--- config.mk ---
export PLATFORM = sky130hd
export DESIGN_NAME = page_private_shared_classifier
export DESIGN_NICKNAME = d
export VERILOG_FILES = /design/src/hw/rtl/pspc_pkg.sv /design/src/hw/rtl/page_private_shared_classifier.sv /design/src/hw/rtl/pspc_table.sv
export SDC_FILE = /design/constraint.sdc
export NUM_CORES = 2
export LEC_CHECK = 0
export ABC_AREA = 1
export ABC_CLOCK_PERIOD_IN_PS = 15300
export BUFFER_PORTS_ARGS = -buffer_cell sky130_fd_sc_hd__buf_4
export CAP_MARGIN = 10
export CORE_ASPECT_RATIO = 0.6
export CORE_UTILIZATION = 34
export CTS_BUF_LIST = sky130_fd_sc_hd__clkbuf_4
export CTS_CLUSTER_DIAMETER = 30
export DETAILED_ROUTE_END_ITERATION = 10
export GPL_ROUTABILITY_DRIVEN = 0
export MAX_ROUTING_LAYER = met4
export PLACE_DENSITY_LB_ADDON = 0.08
export SLEW_MARGIN = 20
export SYNTH_ARGS = -nofsm -noshare
export SYNTH_HDL_FRONTEND = slang
export SYNTH_SLANG_ARGS = --single-unit
--- constraint.sdc ---
create_clock -name clock -period 15.3 [get_ports clock]
set_clock_uncertainty 0.1 [all_clocks]
set_input_delay 3.06 -clock clock [delete_from_list [all_inputs] [get_ports clock]]
set_output_delay 3.06 -clock clock [all_outputs]
set_load 0.01 [all_outputs]
--- src/hw/rtl/pspc_pkg.sv ---
// Shared types and constants for the page private/shared classifier.
// No dependencies; imported by pspc_table and page_private_shared_classifier.
`default_nettype none

package pspc_pkg;

   localparam int TABLE_ENTRIES = 64;
   localparam int IDX_W = $clog2(TABLE_ENTRIES);
   localparam int CNT_W = $clog2(TABLE_ENTRIES + 1);
   localparam int TAG_W = 40;
   localparam int FLAG_W = 12;
   localparam int OWNER_W = 8;
   localparam int ADDR_W = 52;
   localparam int PAGE_LSB = 12;

   // flag word: owner in the low byte, then the state bits
   localparam int F_PRIVATE = 8;
   localparam int F_LOCK = 9;
   localparam int F_INSERT = 10;
   localparam int F_RELEASE = 11;

   typedef enum logic [1:0] {
      OP_ACCESS = 2'd0,
      OP_WALK   = 2'd1,
      OP_QUERY  = 2'd2,
      OP_RECORD = 2'd3
   } op_type;

   typedef struct packed {
      logic              hit;
      logic [FLAG_W-1:0] flags;
      logic              room;
   } lookup_type;

   typedef struct packed {
      logic              upd_we;
      logic [FLAG_W-1:0] upd_flags;
      logic              ins_we;
      logic [FLAG_W-1:0] ins_flags;
   } write_type;

endpackage

`default_nettype wire

--- src/hw/rtl/page_private_shared_classifier.sv ---
// Page private/shared classifier, top level.
// A request is held in the input register, then looked up and one entry
// read-modified-written, with the result going into the result register.
// Throughput: one request per cycle while rsp_stall does not hold the result
// register. Reset empties the table at once (fill count cleared).
`default_nettype none

module page_private_shared_classifier
   import pspc_pkg::*;
(
   input  wire logic              clock,
   input  wire logic              reset,
   input  wire logic              req_valid,
   output logic                   req_stall,
   input  wire logic [1:0]        req_op,
   input  wire logic [ADDR_W-1:0] req_address_or_entry,
   input  wire logic [7:0]        req_requester,
   input  wire logic              req_retry_ok,
   output logic                   rsp_valid,
   input  wire logic              rsp_stall,
   output logic                   rsp_is_private,
   output logic                   rsp_trigger,
   output logic [7:0]             rsp_keeper,
   output logic                   rsp_hit,
   output logic                   rsp_entry_present,
   output logic                   rsp_table_full
);

   logic               s1_valid_ff;
   op_type             s1_op_ff;
   logic [TAG_W-1:0]   s1_tag_ff;
   logic               s1_pbit_ff;
   logic [OWNER_W-1:0] s1_req_ff;
   logic               s1_retry_ff;

   logic               rsp_valid_ff;
   logic               prv_ff, trig_ff, hit_ff, present_ff, full_ff;
   logic [OWNER_W-1:0] keeper_ff;

   logic               prv_in, trig_in, hit_in, present_in, full_in;
   logic [OWNER_W-1:0] keeper_in;
   logic               fire;
   logic               foreign;
   logic               insert;
   logic [FLAG_W-1:0]  ins_base;
   lookup_type         lk;
   write_type          wr_raw;
   write_type          wr;

   pspc_table u_table (
      .clock  (clock),
      .reset  (reset),
      .lk_tag (s1_tag_ff),
      .lk     (lk),
      .wr     (wr)
   );

   assign fire      = s1_valid_ff && (!rsp_valid_ff || !rsp_stall);
   assign req_stall = s1_valid_ff && !fire;

   always_ff @(posedge clock) begin
      if (reset) begin
         s1_valid_ff <= 1'b0;
      end else if (!req_stall) begin
         s1_valid_ff <= req_valid;
      end
   end

   always_ff @(posedge clock) begin
      if (!req_stall) begin
         s1_op_ff    <= op_type'(req_op);
         s1_tag_ff   <= req_address_or_entry[ADDR_W-1:PAGE_LSB];
         s1_pbit_ff  <= req_address_or_entry[0];
         s1_req_ff   <= req_requester;
         s1_retry_ff <= req_retry_ok;
      end
   end

   assign foreign = lk.flags[F_PRIVATE] && (lk.flags[OWNER_W-1:0] != s1_req_ff);

   always_comb begin
      prv_in     = 1'b0;
      trig_in    = 1'b0;
      hit_in     = lk.hit;
      present_in = 1'b0;
      full_in    = 1'b0;
      keeper_in  = lk.hit ? lk.flags[OWNER_W-1:0] : '0;
      insert     = 1'b0;
      ins_base   = '0;
      wr_raw     = '0;
      unique case (s1_op_ff)
         OP_ACCESS: begin
            if (!lk.hit) begin
               prv_in    = 1'b1;
               keeper_in = s1_req_ff;
               insert    = 1'b1;
               ins_base  = FLAG_W'(1) << F_INSERT;
            end else if (foreign) begin
               wr_raw.upd_we    = 1'b1;
               wr_raw.upd_flags = lk.flags;
               if (!s1_retry_ff) begin
                  prv_in  = 1'b1;
                  trig_in = 1'b1;
                  wr_raw.upd_flags[F_LOCK] = 1'b1;
               end else begin
                  wr_raw.upd_flags[F_PRIVATE] = 1'b0;
                  wr_raw.upd_flags[F_LOCK]    = 1'b0;
               end
            end else begin
               prv_in = lk.flags[F_PRIVATE];
            end
         end
         OP_WALK: begin
            if (!lk.hit) begin
               prv_in = 1'b1;
            end else if (foreign) begin
               wr_raw.upd_we    = 1'b1;
               wr_raw.upd_flags = lk.flags;
               if (lk.flags[F_RELEASE]) begin
                  wr_raw.upd_flags[F_PRIVATE] = 1'b0;
                  wr_raw.upd_flags[F_LOCK]    = 1'b0;
                  wr_raw.upd_flags[F_RELEASE] = 1'b0;
               end else begin
                  prv_in  = 1'b1;
                  trig_in = 1'b1;
                  wr_raw.upd_flags[F_LOCK]    = 1'b1;
                  wr_raw.upd_flags[F_RELEASE] = 1'b1;
               end
            end
         end
         OP_QUERY: begin
            prv_in = lk.hit && lk.flags[F_PRIVATE];
         end
         OP_RECORD: begin
            present_in = s1_pbit_ff;
            if (!s1_pbit_ff) begin
               // entry not present: lookup result ignored, everything zero
               hit_in    = 1'b0;
               keeper_in = '0;
            end else if (!lk.hit) begin
               prv_in    = 1'b1;
               keeper_in = s1_req_ff;
               insert    = 1'b1;
            end else if (foreign) begin
               trig_in          = 1'b1;
               wr_raw.upd_we    = 1'b1;
               wr_raw.upd_flags = lk.flags;
               wr_raw.upd_flags[F_PRIVATE] = 1'b0;
            end else begin
               prv_in = lk.flags[F_PRIVATE];
            end
         end
         default: begin
            prv_in = 1'b0;
         end
      endcase
      if (insert) begin
         full_in          = !lk.room;
         wr_raw.ins_we    = lk.room;
         wr_raw.ins_flags = ins_base | (FLAG_W'(1) << F_PRIVATE) | FLAG_W'(s1_req_ff);
      end
   end

   always_comb begin
      wr        = wr_raw;
      wr.upd_we = wr_raw.upd_we && fire;
      wr.ins_we = wr_raw.ins_we && fire;
   end

   always_ff @(posedge clock) begin
      if (reset) begin
         rsp_valid_ff <= 1'b0;
      end else if (fire) begin
         rsp_valid_ff <= 1'b1;
      end else if (!rsp_stall) begin
         rsp_valid_ff <= 1'b0;
      end
   end

   always_ff @(posedge clock) begin
      if (fire) begin
         prv_ff     <= prv_in;
         trig_ff    <= trig_in;
         keeper_ff  <= keeper_in;
         hit_ff     <= hit_in;
         present_ff <= present_in;
         full_ff    <= full_in;
      end
   end

   assign rsp_valid         = rsp_valid_ff;
   assign rsp_is_private    = prv_ff;
   assign rsp_trigger       = trig_ff;
   assign rsp_keeper        = keeper_ff;
   assign rsp_hit           = hit_ff;
   assign rsp_entry_present = present_ff;
   assign rsp_table_full    = full_ff;

`ifndef SYNTHESIS
   a_full_is_miss: assert property (@(posedge clock) disable iff (reset)
      rsp_valid && rsp_table_full |-> !rsp_hit && rsp_is_private && !rsp_trigger)
      else $error("table_full reported on a hit or with a non-private verdict");

   a_trigger_needs_hit: assert property (@(posedge clock) disable iff (reset)
      rsp_valid && rsp_trigger |-> rsp_hit)
      else $error("trigger without a matching entry");

   a_insert_on_miss: assert property (@(posedge clock) disable iff (reset)
      wr.ins_we |-> fire && !lk.hit && lk.room && !wr.upd_we)
      else $error("insert issued on a hit or into a full table");

   a_update_on_hit: assert property (@(posedge clock) disable iff (reset)
      wr.upd_we |-> fire && lk.hit)
      else $error("flag update without a matching entry");
`endif

endmodule

`default_nettype wire

--- src/hw/rtl/pspc_table.sv ---
// Page table store: tag CAM, flag words and fill count.
// Depends on pspc_pkg. Entries fill in index order and are never removed.
`default_nettype none

module pspc_table
   import pspc_pkg::*;
(
   input  wire logic             clock,
   input  wire logic             reset,
   input  wire logic [TAG_W-1:0] lk_tag,
   output lookup_type            lk,
   input  write_type             wr
);

   logic [TAG_W-1:0]  tags_ff  [TABLE_ENTRIES];
   logic [FLAG_W-1:0] flags_ff [TABLE_ENTRIES];
   logic [CNT_W-1:0]  count_ff;
   logic [CNT_W-1:0]  count_in;
   logic [TABLE_ENTRIES-1:0] match;

   // valid entries form a prefix, so the fill count stands in for valid bits
   always_comb begin
      lk.flags = '0;
      for (int i = 0; i < TABLE_ENTRIES; i++) begin
         match[i] = (CNT_W'(i) < count_ff) && (tags_ff[i] == lk_tag);
         if (match[i]) begin
            lk.flags = lk.flags | flags_ff[i];
         end
      end
      lk.hit  = |match;
      lk.room = (count_ff != CNT_W'(TABLE_ENTRIES));
   end

   assign count_in = count_ff + CNT_W'(wr.ins_we);

   always_ff @(posedge clock) begin
      if (reset) begin
         count_ff <= '0;
      end else begin
         count_ff <= count_in;
      end
   end

   always_ff @(posedge clock) begin
      if (wr.ins_we) begin
         tags_ff[count_ff[IDX_W-1:0]]  <= lk_tag;
         flags_ff[count_ff[IDX_W-1:0]] <= wr.ins_flags;
      end
      for (int i = 0; i < TABLE_ENTRIES; i++) begin
         if (wr.upd_we && match[i]) begin
            flags_ff[i] <= wr.upd_flags;
         end
      end
   end

endmodule

`default_nettype wire
==> Yosys cells after proc, flatten, opt, wreduce, memory -nomap -nowiden <==
Memories as Yosys holds them, arrays and structs flattened.
Cells that the tools add are included.
{ "word_totals": {"output_inout_bits": 15, "mem_bits_rw": 3328, "word_cells": 595, "regBits": 74, "n_memories": 2, "in_bits": 67} }
{ "memory_table": {"columns": ["name", "depth", "width", "rd", "rd_clocked_by_memory_dff", "wr", "line_no", "text"], "rows": [
  ["u_table.tags_ff", 64, 40, 64, 0, 1, "pspc_table.sv:15", "logic [TAG_W-1:0] tags_ff [TABLE_ENTRIES];"],
  ["u_table.flags_ff", 64, 12, 64, 0, 64, "pspc_table.sv:16", "logic [FLAG_W-1:0] flags_ff [TABLE_ENTRIES];"]
]} }
{ "classes": {"n_lt_le_gt_ge": 64, "reduce_logical": 142, "n_eq_ne": 70, "muxes": 238, "add_sub_neg": 1, "bitwise": 64} }
{ "op_table": {"columns": ["operator", "count"], "rows": [
  ["$eq 40x40->1", 64],
  ["$mux 12", 65],
  ["$or 12x12->12", 63],
  ["$lt 6x7->1 const A", 32],
  ["$mux 1", 154],
  ["$logic_and 1x1->1", 134],
  ["$lt 5x7->1 const A", 16],
  ["$mux 13", 8],
  ["$reduce_or 64->1", 1],
  ["$lt 4x7->1 const A", 8],
  ["$pmux 13 s3", 1],
  ["$lt 3x7->1 const A", 4],
  ["$mux 8", 3],
  ["$mux 11", 2],
  ["$pmux 8 s2", 1],
  ["$lt 1x7->1 const A", 2],
  ["$lt 2x7->1 const A", 2],
  ["$or 12x8->12", 1],
  ["$reduce_or 12->1", 1],
  ["$ne 8x8->1", 1],
  ["$add 7x1->7", 1],
  ["$ne 7x7->1 const B", 1],
  ["$mux 6", 1],
  ["$eq 2x2->1 const B", 2],
  ["8 further kinds", 11]
]} }

==> Logic depth before layout (Yosys ltp) <==
An unclocked memory read counts as a cell.
{ "depth": {"word_depth": 142, "depth_mapped": 30, "mapped_depth_nobuf": 27} }

==> Modules after synthesis <==
From an unflattened synthesis, not the netlist that was laid out.
{ "unflattened": {"cells_unflattened": 15614, "area_unflattened_um2": 160791.7} }
{ "by_module_without_submodules": {"columns": ["module", "n_inst", "area_each_um2", "seq_area_each_um2", "cells_each"], "rows": [
  ["pspc_table", 1, 158119.1, 100076.0, 15398],
  ["page_private_shared_classifier", 1, 2672.6, 1991.9, 216]
]} }

==> Least setup slack after synthesis <==
OpenSTA, ideal clock, no wires.
{ "synth_path": {"kind": "input to register", "from": "input port rsp_stall", "to": "memory u_table.tags_ff[10][0] (enable)", "required_time_ns": 14.762, "path_buffers": 1, "cell_stages": 8, "t_arrival_ns": 6.501, "setup_ns": 0.438, "setup_slack_ns": 8.262, "path_cell_list": "nand2_1 -> inv_1 -> nor2_1 -> inv_1 -> nor3_4 -> nand3_1 -> clkbuf_1 -> nor2_1"} }
{ "synth_between": {"elab_chain_len": 6} }
{ "synth_lines": {"columns": ["item", "line_no", "text"], "rows": [
  ["start, declared", "page_private_shared_classifier.sv:20", "input wire logic rsp_stall,"],
  ["$logic_not 1->1", null, null],
  ["$logic_or 1x1->1", "page_private_shared_classifier.sv:58", "assign fire = s1_valid_ff && (!rsp_valid_ff || !rsp_stall);"],
  ["$logic_and 1x1->1", "page_private_shared_classifier.sv:58", null],
  ["via fire", "page_private_shared_classifier.sv:42", "logic fire;"],
  ["$logic_and 1x1->1", "page_private_shared_classifier.sv:167", "wr.ins_we = wr_raw.ins_we && fire;"],
  ["$mux 1", "pspc_table.sv:45", "if (wr.ins_we) begin"],
  ["$mux 1 (not written as such)", "pspc_table.sv:46", "tags_ff[count_ff[IDX_W-1:0]] <= lk_tag;"],
  ["end, declared", "pspc_table.sv:15", null]
]} }
The timed path passes the listed nets, and every way through them passes these cells.

==> results.ini <==
[status]
outcome = complete, no violations

[timing]
finalMaxSlewViolations = 0
fmax_ghz = 0.107
fin_crit_ns = 9.32
worstMarginPinSlew_ns = 1.21
tns_ns = 0
fin_crit_sh = 0.609
hold_viol = 0
max_slew_margin = 0.191
setup_viol = 0
grt_setup_unrepaired = no

[cts]
cts_buffer_depth = 4
hold_buffers = 0
numCtsBuffers = 829
cts_setup_buffers = 0
cts_resized = 0
clk_pin_slew_ns = 0.07
root_buffer = clkbuf_4
tritoncts = built
insertion_delay_ns = 1.58
cts_sinks = 3274
htree_levels = 6

[logic_synthesis]
yosys.cell_types.count = 44
ys_warn_count = 0
seq_area_frac_synth = 0.658
synthesis.instances = 13700
syn_area_per_cell_sq_um = 10.9
syn_area_sq_um = 149000
synth_seq_cells = 3274
syn_nets = 13800

[global_routing]
grt_pass1_wl_microns = 823000
antenna_found_initial = 93
grtUsageTotal = 0.278
grt_max_degree = 66
grt_pass1_vias = 99200
grt_overflow = 0

[setup_path]
critPathRequiredTime_ns = 16.35
crit_fanout = 37
critPathKind = reg2reg
worstPathArrival_ns = 10.36
r2r-start = s1_tag_ff[25]
end_kind = register
worstSetupStartpointType = register
crit-reg2reg-capture = u_table.flags_ff[19][8]
r2r_cells = 23
r2r_slack_ns = 5.98

[route]
drcViolationCount = 0
vias = 108000
wl_per_cell_microns = 29.4
wirelength_microns = 614000
drtIter0Drc = 15000
first_pass_iters = 8
vias_per_cell = 5.17
antenna_left = 0

[worst_hold_path]
hold_depth = 2
hold_class = reg2reg
min_to = rsp_valid
worst_hold_startpoint = s1_valid_ff

[floorplan]
io_pins = 82
die_w_microns = 857
die-area_sq_um = 442000
start_util = 0.342
fp.coreArea_sq_um = 437000
die_h_microns = 515
rows = 188

[pwr]
p_sw_frac = 0.259
p_comb_frac = 0.067
internal-power_w = 0.0139
pwr-share-clk = 0.407
ir_drop_mv = 0.0663
p_leak_nw = 64.1
p_sw_w = 0.00486
p_per_area_nw_per_um2 = 112
seqPwrFrac = 0.526

[final_layout]
final_nets = 14500
finalInstanceArea_sq_um = 168000
fin_util = 0.385
fillers = 42700
area_delta_synth_final_pct = 12.7
drive_above_1_share = 0.140

[place]
dp_hpwl_microns = 389000
place_area_sq_um = 158000
port_buffers = 70

[job]
max_cap_violations = 0

==> registers in the layout, summed over array words and instances, names as in the netlist <==
name / flops
rsp_entry_present: 1
s1_op_ff: 2
rsp_valid: 1
u_table.flags_ff: 640
u_table.tags_ff: 2560
s1_tag_ff: 40
u_table.count_ff: 7
rsp_keeper: 8
rsp_is_private: 1
rsp_table_full: 1
s1_retry_ff: 1
rsp_trigger: 1
s1_pbit_ff: 1
rsp_hit: 1
s1_valid_ff: 1
s1_req_ff: 8
==> layout make-up <==
cell class | count | area, sq um | share of cell area
antenna | 40 | 100 | 0.000595
clock buffer | 1194 | 8960 | 0.0533
clock inverter | 201 | 1150 | 0.00684
inverter | 865 | 3260 | 0.0194
multi-input combinational | 9037 | 45300 | 0.270
sequential | 3274 | 98200 | 0.584
tap | 5795 | 7250 | 0.0431
timing repair buffer | 456 | 3930 | 0.0234
==> worst max-delay path, stage by stage (launching register included) <==
cell and delay [ns]:
edfxtp_1 0.86, buf_4 0.47, inv_2 0.25, buf_4 0.29, buf_4 0.32, nand2_1 0.12, o21ai_0 0.08, nor2_1 0.12
nand2_1 0.06, nor2_1 0.10, nand2_1 0.09, nor2_2 0.61, nand2_1 0.73, inv_1 0.74, a32o_1 0.21, nor2_1 0.07
nand2_1 0.13, nor2_1 0.08, nand4_2 0.29, nand3_4 0.27, nor2_8 0.72, buf_4 0.71, nand2_2 0.45, nand2_1 0.82
==> power groups by stage <==
stage	combinational (W)	clock (W)	sequential, W
2_1_floorplan	0.000587	0	0.0101
3_3_place_gp	0.00125	0	0.0101
3_5_place_dp	0.00125	0	0.0101
4_1_cts	0.00126	0.00781	0.00989
5_1_grt	0.00133	0.00822	0.00989
6_report	0.00127	0.00765	0.00990
==> cells in the final DEF (no fill, tap or decap), types with 39 or more instances in the layout <==
master	synthesis	routed
clkbuf_4	0	1194
a22o_1	57	57
diode_2	0	40
o21ai_0	395	395
clkinv_1	1	145
buf_12	0	39
o21ai_1	378	376
nor2_1	1545	1507
a21oi_1	47	46
nor2_4	12	53
inv_1	776	738
xor2_1	954	954
buf_4	91	416
inv_2	88	129
nand4_1	139	139
xnor2_1	570	570
nor3_1	85	85
edfxtp_1	3265	3265
nand3_1	583	582
nand2_1	4007	3998
nor2_2	148	145
==> kinds of logic after synthesis <==
| group | Yosys count | share of synthesized area |
|---|---|---|
| buffers and inverters | 1395 | 0.0404 |
| AO/OA/AOI/OAI | 901 | 0.0321 |
| AND/OR/NAND/NOR | 6605 | 0.179 |
| flip-flops | 3274 | 0.658 |
| adder cells (fa/ha/maj) | 7 | 0.000587 |
| XOR/XNOR | 1524 | 0.0894 |
==> per-stage QoR <==
step	setup slack [ns]	std cells	hold slack (ns)	power (W)
6_report	5.98	20900	0.394	0.0188
5_1_grt	5.83	20900	0.409	0.0194
4_1_cts	6.31	20800	0.394	0.0190
3_5_place_dp	6.35	19400	0.388	0.0113
3_3_place_gp	6.51	19400	0.368	0.0113
2_1_floorplan	8.26	13700	0.350	0.0107
==> worst max-delay path by stage <==
stage	endpoint	cells after the start	startpoint	slack, ns
after global placement	u_table.flags_ff[19][1]	23	s1_tag_ff[25]	6.51
after CTS	u_table.flags_ff[19][8]	23	s1_tag_ff[25]	6.31
final	u_table.flags_ff[19][8]	23	s1_tag_ff[25]	5.98
after global routing	u_table.flags_ff[19][11]	23	s1_tag_ff[25]	5.83
after floorplan	u_table.tags_ff[10][0]	8	rsp_stall	8.26
after detailed placement	u_table.flags_ff[19][2]	23	s1_tag_ff[25]	6.35
==> layer usage <==
| metal | GRT usage | wire (microns) | vias to the layer above |
|---|---|---|---|
| met4 | 0.0643 | 14100 | 0 |
| li1 | - | - | 47600 |
| met1 | 0.417 | 288000 | 53400 |
| met2 | 0.368 | 241000 | 5976 |
| met3 | 0.0763 | 71000 | 884 |
| met5 | - | 0 | - |
==> cell usage after synthesis (all sizes together) <==
cell    instances  area (sq um)
inv           864          3240
nand3b          2          15.0
nand3         587          2970
nor3b           2          25.0
o31ai           1          7.51
o21bai          2          15.0
o21ai         773          3870
edfxtp       3265         98000
or2            36           225
o21a            1          7.51
ha              7          87.6
nor2         1706          6880
buf           403          2310
clkbuf        127           477
dfxtp           9           180
nand4         140           882
clkinv          1          3.75
xnor2         570          4990
xor2          954          8360
o22ai           6          37.5
a21oi          48           244
nor4            7          43.8
nor3           96           542
nand2        4029         15200
o211ai          6          45.0
a22o           57           499
a32o            7          70.1
Power figures use the tool's default switching activity.
